`src/sv/sle_pkg.sv`:
```
package sle_pkg;

   localparam logic [7:0] CHAR_BACKSPACE = 8'h08;
   localparam logic [7:0] CHAR_DELETE    = 8'h7F;
   localparam logic [7:0] CHAR_CR        = 8'h0D;
   localparam logic [7:0] CHAR_LF        = 8'h0A;
   localparam logic [7:0] CHAR_SPACE     = 8'h20;
   localparam logic [7:0] LCD_CURSOR_LEFT = 8'h10;
   localparam logic [7:0] LCD_CLEAR       = 8'h01;

   localparam int HEAD_DEPTH  = 5;
   localparam int QUEUE_DEPTH = 4;
   localparam int QUEUE_AW    = 2;
   localparam int REPLY_LEN   = 12;

   localparam logic [3:0] STEP_BS_LAST    = 4'd2;
   localparam logic [3:0] STEP_REPLY_LAST = 4'd12;

   localparam logic [1:0] JOB_BACKSPACE  = 2'd0;
   localparam logic [1:0] JOB_CLEAR      = 2'd1;
   localparam logic [1:0] JOB_ECHO       = 2'd2;
   localparam logic [1:0] JOB_ECHO_REPLY = 2'd3;

   typedef struct packed {
      logic [1:0] kind;
      logic [7:0] rx_byte;
   } job_type;

   typedef struct packed {
      logic       is_data;
      logic [7:0] lcd_byte;
      logic       last;
   } write_type;

   function automatic logic [7:0] reply_char(input logic [3:0] idx);
      logic [7:0] c;
      case (idx)
         4'd0:    c = "H";
         4'd1:    c = "o";
         4'd2:    c = "w";
         4'd3:    c = " ";
         4'd4:    c = "a";
         4'd5:    c = "r";
         4'd6:    c = "e";
         4'd7:    c = " ";
         4'd8:    c = "y";
         4'd9:    c = "o";
         4'd10:   c = "u";
         4'd11:   c = "?";
         default: c = 8'h00;
      endcase
      return c;
   endfunction

   // one LCD write of a job, step counts from zero
   function automatic write_type lcd_write(input job_type job, input logic [3:0] step);
      write_type w;
      w.is_data  = 1'b1;
      w.lcd_byte = job.rx_byte;
      w.last     = 1'b1;
      case (job.kind)
         JOB_BACKSPACE: begin
            w.is_data  = (step == 4'd1);
            w.lcd_byte = (step == 4'd1) ? CHAR_SPACE : LCD_CURSOR_LEFT;
            w.last     = (step == STEP_BS_LAST);
         end
         JOB_CLEAR: begin
            w.is_data  = 1'b0;
            w.lcd_byte = LCD_CLEAR;
            w.last     = 1'b1;
         end
         JOB_ECHO: begin
            w.is_data  = 1'b1;
            w.lcd_byte = job.rx_byte;
            w.last     = 1'b1;
         end
         JOB_ECHO_REPLY: begin
            w.is_data  = 1'b1;
            w.lcd_byte = (step == 4'd0) ? job.rx_byte : reply_char(step - 4'd1);
            w.last     = (step == STEP_REPLY_LAST);
         end
         default: begin
            w.is_data  = 1'b1;
            w.lcd_byte = job.rx_byte;
            w.last     = 1'b1;
         end
      endcase
      return w;
   endfunction

endpackage

```
`src/sv/serial_to_lcd_line_echo_top.sv`:
```
// Serial-to-LCD line echo.
// req_ channel: one received serial byte per transfer (req_tdata).
// rsp_ channel: one character-LCD write per transfer; rsp_tdata is the command
//   code or character, rsp_tuser is 1 for a data write and 0 for a command,
//   rsp_tlast marks the final write caused by one received byte.
// Each byte gives 1 write (CR/LF: clear, or plain echo), 3 writes (backspace
//   or delete) or 13 writes (echo plus "How are you?" when the line reads
//   "hi" or "hello").
// The front classifies the byte and updates the line in the cycle it is
//   accepted; a four-entry job queue feeds the back, which emits one write
//   per cycle into the output register while rsp_ does not stall. A byte's
//   job passes the queue, then the back's current-job register, then the
//   output register on its way to rsp_. The back takes the next job as the
//   current one finishes; bytes are taken every cycle while the queue has room.
// Reset clears the line length, the queue and the output valid flag.
// A stall on rsp_ holds the current write; the queue then fills and
//   req_tready drops, no write is lost.
module serial_to_lcd_line_echo_top #(
   parameter int LINE_DEPTH = 64
) (
   input  logic       clock,
   input  logic       reset,
   input  logic       req_tvalid,
   output logic       req_tready,
   input  logic [7:0] req_tdata,   // [7:0] rx_byte
   output logic       rsp_tvalid,
   input  logic       rsp_tready,
   output logic [7:0] rsp_tdata,   // [7:0] lcd_byte
   output logic       rsp_tuser,   // [0] is_data
   output logic       rsp_tlast
);

   localparam int LEN_W = $clog2(LINE_DEPTH + 1);

   logic             fq_valid, fq_ready, qb_valid, qb_ready;
   sle_pkg::job_type fq_job, qb_job;

   sle_front #(
      .LINE_DEPTH(LINE_DEPTH),
      .LEN_W     (LEN_W)
   ) u_front (
      .clock     (clock),
      .reset     (reset),
      .req_tvalid(req_tvalid),
      .req_tready(req_tready),
      .req_tdata (req_tdata),
      .job_valid (fq_valid),
      .job_ready (fq_ready),
      .job       (fq_job)
   );

   sle_queue u_queue (
      .clock    (clock),
      .reset    (reset),
      .in_valid (fq_valid),
      .in_ready (fq_ready),
      .in_job   (fq_job),
      .out_valid(qb_valid),
      .out_ready(qb_ready),
      .out_job  (qb_job)
   );

   sle_back u_back (
      .clock     (clock),
      .reset     (reset),
      .job_valid (qb_valid),
      .job_ready (qb_ready),
      .job       (qb_job),
      .rsp_tvalid(rsp_tvalid),
      .rsp_tready(rsp_tready),
      .rsp_tdata (rsp_tdata),
      .rsp_tuser (rsp_tuser),
      .rsp_tlast (rsp_tlast)
   );

endmodule

```
`src/sv/sle_front.sv`:
```
module sle_front #(
   parameter int LINE_DEPTH = 64,
   parameter int LEN_W      = 7
) (
   input  logic             clock,
   input  logic             reset,
   input  logic             req_tvalid,
   output logic             req_tready,
   input  logic [7:0]       req_tdata,
   output logic             job_valid,
   input  logic             job_ready,
   output sle_pkg::job_type job
);

   logic [LEN_W-1:0] line_length_ff, line_length_in;
   logic [7:0]       head_ff [sle_pkg::HEAD_DEPTH];
   logic [7:0]       head_in [sle_pkg::HEAD_DEPTH];
   logic             accept, is_bs, is_eol, append, match;

   assign req_tready = job_ready;
   assign job_valid  = req_tvalid;
   assign accept     = req_tvalid && job_ready;

   always_comb begin
      is_bs  = (req_tdata == sle_pkg::CHAR_BACKSPACE) || (req_tdata == sle_pkg::CHAR_DELETE);
      is_eol = (req_tdata == sle_pkg::CHAR_CR) || (req_tdata == sle_pkg::CHAR_LF);
      append = !is_bs && !is_eol && (line_length_ff < LEN_W'(LINE_DEPTH));

      line_length_in = line_length_ff;
      if (is_bs) begin
         if (line_length_ff != '0) line_length_in = line_length_ff - 1'b1;
      end else if (is_eol) begin
         line_length_in = '0;
      end else if (append) begin
         line_length_in = line_length_ff + 1'b1;
      end

      for (int i = 0; i < sle_pkg::HEAD_DEPTH; i++) begin
         head_in[i] = head_ff[i];
         if (append && line_length_ff == LEN_W'(i)) head_in[i] = req_tdata;
      end

      // greeting check on the line as it stands after this byte
      match = ((line_length_in == LEN_W'(2)) && head_in[0] == "h" && head_in[1] == "i")
           || ((line_length_in == LEN_W'(5)) && head_in[0] == "h" && head_in[1] == "e"
               && head_in[2] == "l" && head_in[3] == "l" && head_in[4] == "o");

      job.rx_byte = req_tdata;
      if (is_bs)       job.kind = sle_pkg::JOB_BACKSPACE;
      else if (is_eol) job.kind = sle_pkg::JOB_CLEAR;
      else if (match)  job.kind = sle_pkg::JOB_ECHO_REPLY;
      else             job.kind = sle_pkg::JOB_ECHO;
   end

   always_ff @(posedge clock) begin
      if (reset) begin
         line_length_ff <= '0;
      end else if (accept) begin
         line_length_ff <= line_length_in;
      end
   end

   always_ff @(posedge clock) begin
      if (accept) begin
         for (int i = 0; i < sle_pkg::HEAD_DEPTH; i++) head_ff[i] <= head_in[i];
      end
   end

endmodule

```
`src/sv/sle_queue.sv`:
```
module sle_queue (
   input  logic             clock,
   input  logic             reset,
   input  logic             in_valid,
   output logic             in_ready,
   input  sle_pkg::job_type in_job,
   output logic             out_valid,
   input  logic             out_ready,
   output sle_pkg::job_type out_job
);

   sle_pkg::job_type              mem [sle_pkg::QUEUE_DEPTH];
   logic [sle_pkg::QUEUE_AW-1:0]  wr_ptr_ff, wr_ptr_in, rd_ptr_ff, rd_ptr_in;
   logic [sle_pkg::QUEUE_AW:0]    count_ff, count_in;
   logic                          push, pop;

   assign in_ready  = (count_ff != (sle_pkg::QUEUE_AW + 1)'(sle_pkg::QUEUE_DEPTH));
   assign out_valid = (count_ff != '0);
   assign out_job   = mem[rd_ptr_ff];
   assign push      = in_valid && in_ready;
   assign pop       = out_valid && out_ready;

   always_comb begin
      wr_ptr_in = push ? wr_ptr_ff + 1'b1 : wr_ptr_ff;
      rd_ptr_in = pop  ? rd_ptr_ff + 1'b1 : rd_ptr_ff;
      count_in  = count_ff;
      if (push && !pop)      count_in = count_ff + 1'b1;
      else if (pop && !push) count_in = count_ff - 1'b1;
   end

   always_ff @(posedge clock) begin
      if (reset) begin
         wr_ptr_ff <= '0;
         rd_ptr_ff <= '0;
         count_ff  <= '0;
      end else begin
         wr_ptr_ff <= wr_ptr_in;
         rd_ptr_ff <= rd_ptr_in;
         count_ff  <= count_in;
      end
   end

   always_ff @(posedge clock) begin
      if (push) mem[wr_ptr_ff] <= in_job;
   end

endmodule

```
`src/sv/sle_back.sv`:
```
module sle_back (
   input  logic             clock,
   input  logic             reset,
   input  logic             job_valid,
   output logic             job_ready,
   input  sle_pkg::job_type job,
   output logic             rsp_tvalid,
   input  logic             rsp_tready,
   output logic [7:0]       rsp_tdata,
   output logic             rsp_tuser,
   output logic             rsp_tlast
);

   sle_pkg::job_type   cur_ff, cur_in;
   logic               cur_valid_ff, cur_valid_in;
   logic [3:0]         step_ff, step_in;
   logic               rsp_valid_ff, rsp_valid_in;
   sle_pkg::write_type rsp_ff, w;
   logic               out_free, emit, finish, load;

   always_comb begin
      w        = sle_pkg::lcd_write(cur_ff, step_ff);
      out_free = !rsp_valid_ff || rsp_tready;
      emit     = cur_valid_ff && out_free;
      finish   = emit && w.last;
      // next job is taken in the same cycle the current one finishes
      job_ready = !cur_valid_ff || finish;
      load      = job_ready && job_valid;

      cur_in       = load ? job : cur_ff;
      cur_valid_in = load ? 1'b1 : (finish ? 1'b0 : cur_valid_ff);
      step_in      = load ? 4'd0 : (emit ? step_ff + 4'd1 : step_ff);
      rsp_valid_in = emit ? 1'b1 : (rsp_tready ? 1'b0 : rsp_valid_ff);
   end

   always_ff @(posedge clock) begin
      if (reset) begin
         cur_valid_ff <= 1'b0;
         rsp_valid_ff <= 1'b0;
         step_ff      <= 4'd0;
      end else begin
         cur_valid_ff <= cur_valid_in;
         rsp_valid_ff <= rsp_valid_in;
         step_ff      <= step_in;
      end
   end

   always_ff @(posedge clock) begin
      cur_ff <= cur_in;
      if (emit) rsp_ff <= w;
   end

   assign rsp_tvalid = rsp_valid_ff;
   assign rsp_tdata  = rsp_ff.lcd_byte;
   assign rsp_tuser  = rsp_ff.is_data;
   assign rsp_tlast  = rsp_ff.last;

endmodule
```
`config.mk`:
```
export PLATFORM = sky130hd
export DESIGN_NAME = serial_to_lcd_line_echo_top
export DESIGN_NICKNAME = d
export VERILOG_FILES = /design/src/sv/sle_pkg.sv /design/src/sv/serial_to_lcd_line_echo_top.sv /design/src/sv/sle_front.sv /design/src/sv/sle_queue.sv /design/src/sv/sle_back.sv
export SDC_FILE = /design/constraint.sdc
export NUM_CORES = 1
export LEC_CHECK = 0
export ABC_AREA = 1
export BUFFER_PORTS_ARGS = -buffer_cell sky130_fd_sc_hd__buf_2
export CAP_MARGIN = 20
export CORE_AREA = 2 2 88 133
export CTS_CLUSTER_SIZE = 24
export DETAILED_ROUTE_END_ITERATION = 7
export DIE_AREA = 0 0 90 135
export PLACE_DENSITY = 0.83
export SLEW_MARGIN = 20
export SYNTH_ARGS = -nofsm -noshare
export SYNTH_HDL_FRONTEND = slang
export SYNTH_HIERARCHICAL = 1
export SYNTH_SLANG_ARGS = --single-unit
export TNS_END_PERCENT = 1
```
`constraint.sdc`:
```
create_clock -name clock -period 3.55 [get_ports clock]
set_clock_uncertainty 0.15 [all_clocks]
set_input_delay 0.355 -clock clock [delete_from_list [all_inputs] [get_ports clock]]
set_output_delay 0.355 -clock clock [all_outputs]
set_load 0.02 [all_outputs]
```
==> metrics <==
Hold Path Class input pin to flip-flop; worst vdd ir 0.000432 V; Clock Latency Late Sink 0.40 ns; core footprint 10,900 sq um; critical hold path startpoint rsp_tready; data required time of the worst path 3.63 ns; DR vias/cell 5.47; first-pass GRT wire length 23,300 um; Max stage delay on crit path 0.44 ns; Post-synth top cells nand2_1 (174), edfxtp_1 (100), inv_1 (88), nor2_1 (80), o21ai_0 (45); WHS 0.0775 ns; period utilization 0.813; I/O Pins 24; die height 135 um; Die ar. 12,200 sq um; flop2flop setup slack 0.66 ns; gp weighted congestion 0.952; RR Endpoint u_queue/mem[1][8]; most common cell in the netlist nand2_1; cell with the most instances on the worst path nand2_1; share of the synthesized area in the top cell type 0.463; Worst Reg-to-Reg Cells 14; initial antenna violation count 0; final setup vio count 0; crit path cell chain inv_1 -> ha_1 -> nand3_1 -> nor2_2 -> nand3_2 -> nand2_1 -> nand3_1 -> nor2_1 -> nand2_1 -> nor2_1 -> nand3_1 -> nand2_1 -> nand2_1 -> a21oi_2; filler instances 897; nets 776; number of remaining DRC errors 0; Yosys reg bits 122; status finished, final reports clean; pin count of the biggest net entering global routing 41; pwr dens 776 nW/um^2; gr usage total 0.242; Worst EP arrival 2.97 ns; Buf/Inv on CP 1; Area Growth Syn to Fin 10.4%; routed via count 4,963; Antenna Cells 0; clock tree sinks 122; Starting Density 0.593; RR Startpoint u_front/line_length_ff[0]; area leader, netlist edfxtp_1; clock-pin transition on the worst setup and hold timing paths 0.06 ns; met2 GRT Util 0.467; port bufs 23; slowest cell on the critical path nor2_2; Post-DRT Antenna Nets 0; syn_area_per_cell 8.90 sq um; # Max-Cap Violations 0; count of cell types in the netlist 36; GRT Residual Overflow 0; f_max 346 MHz; Hold EP u_back/rsp_tvalid; post-CTS setup buffers 0; wire per inst 15.4 um; Leak 3.14 nW; CTS H-tree depth 4; grt met1 use 0.242; clk buf depth 2; Hold Path Depth 4; Syn Std Cell Area 6490 sq um; CTS root buf clkbuf_16; asr flop ratio synth 0; Critical Path Fanout Max 9; Net Count, Synth 758; Post-synth EDFFs 100; sequential area share after synthesis 0.531; RSZ-0062 raised after global routing no; Rows 47; share of cells above drive strength 1 0.149; TNS Setup 0 ns; post-cts resize count 0; total CTS buffers 17; Die Width 90 um; main area contributors after synthesis edfxtp_1 (46%), nand2_1 (10%), dfxtp_1 (6.8%); yosys synthesis warning count 6; Slew Viols, Final 0; starting DRC count in detailed routing 274; CTS tree yes; Synth Flop Type edfxtp_1; met3 usage 0.0452; max_slew headroom 0.351; Final Hold Vio Count 0; critical path type flip-flop to flip-flop; Tightest Pin Transition 0.970 ns; WL final 14,000 um; minimum clock period 2.89 ns; Post-Synthesis Cells 729; Critical Path Source Type flip-flop; CP top delay family simple AND/OR/NAND/NOR gates; TritonRoute pass-1 iters 6; CTS Hold Bufs 0; Worst setup EP type flip-flop; number of global-route vias before repair 5,002; HPWL Detailed 10,100 um; grt peak-use layer met2
-- worst reg2reg max path: cells and delay by family, from the launching register on --
family	cells	cell delay [ns]
DFF	1	0.37
AOI/OAI and AO/OA	1	0.19
adders and majority gates	1	0.22
and+or+nand+nor	11	1.54
buffers and inverters	1	0.25
-- worst max-delay path by stage --
stage | from | to | depth (start not counted)
3_5_place_dp | req_tdata[7] | u_queue/mem[3][8] | 17
5_1_grt | u_front/line_length_ff[0] | u_queue/mem[3][8] | 14
2_1_floorplan | u_back/rsp_tvalid | u_queue/count_ff[2] | 15
3_3_place_gp | req_tdata[7] | u_queue/mem[2][8] | 17
6_report | u_front/line_length_ff[0] | u_queue/mem[1][8] | 14
4_1_cts | u_front/line_length_ff[0] | u_queue/mem[3][8] | 14
-- per-layer routing --
layer	up-vias	wire length, um
met5	-	0
met4	0	557
met3	39	551
met2	172	7760
met1	2330	5100
li1	2422	-
-- state kept, by name, indices dropped and copies added, names as in the netlist, named ones only --
register and cells:
u_front/head_ff 40, u_front/line_length_ff 7, u_queue/wr_ptr_ff 2, u_queue/mem 40
u_queue/count_ff 3, u_back/rsp_tlast 1, u_back/cur_valid_ff 1, u_back/rsp_tuser 1
u_queue/rd_ptr_ff 2, u_back/rsp_tvalid 1, u_back/rsp_tdata 8, u_back/step_ff 4
u_back/cur_ff 10
-- where the power goes --
group / switching (mW) / leakage, nW / internal, mW
combinational: 1.21 / 1.76 / 0.547
clock: 0.616 / 0.256 / 0.961
sequential: 0.185 / 1.13 / 2.04
total: 2.01 / 3.14 / 3.55
-- layout by cell type (no fill, tap or decap), types with 2 or more instances in the layout --
master,instances
nand3_1,41
nand3_2,3
a21oi_1,19
nor2_1,80
clkbuf_16,17
edfxtp_1,100
o22ai_1,11
nand3b_1,2
inv_6,4
inv_2,15
o21bai_1,4
buf_2,23
nand4_2,2
o21ai_0,45
nor2_2,12
clkinv_1,3
xor2_1,11
nor2_4,5
o21ai_1,7
nand4_1,16
clkinv_2,2
dfxtp_1,22
nand2_4,9
buf_4,2
o211ai_1,2
nand2_1,174
clkinvlp_4,4
ha_1,16
nand2_2,11
inv_1,88
-- cells by family after synthesis --
group | share of synthesized area
compound gates | 0.0748
xor+xnor | 0.0148
fa+ha+maj | 0.0339
buf+inv | 0.0889
flops | 0.531
simple gates | 0.257
-- area by class of cell --
class	instances	area (sq um)	share of cell area
clock inverters	14	120	0.0168
flip-flops and latches	122	3440	0.480
well taps	147	184	0.0257
multi-input cells	477	2470	0.345
repair buffers	25	130	0.0182
clock buffers	18	429	0.0599
inverters	104	392	0.0546
-- per-stage QoR --
stage                     setup WS [ns]  cells  cell area, sq um  total power [mW]  utilization
final                             0.663    907              7170              5.56        0.655
after global routing              0.392    907              7170              5.92        0.655
after CTS                         0.646    907              7170              5.58        0.655
after detailed placement          0.509    875              6620              3.99        0.605
after global placement            0.588    875              6620              3.90        0.605
after floorplan                    1.24    729              6490              3.56            -
(Power assumes the default switching activity.)
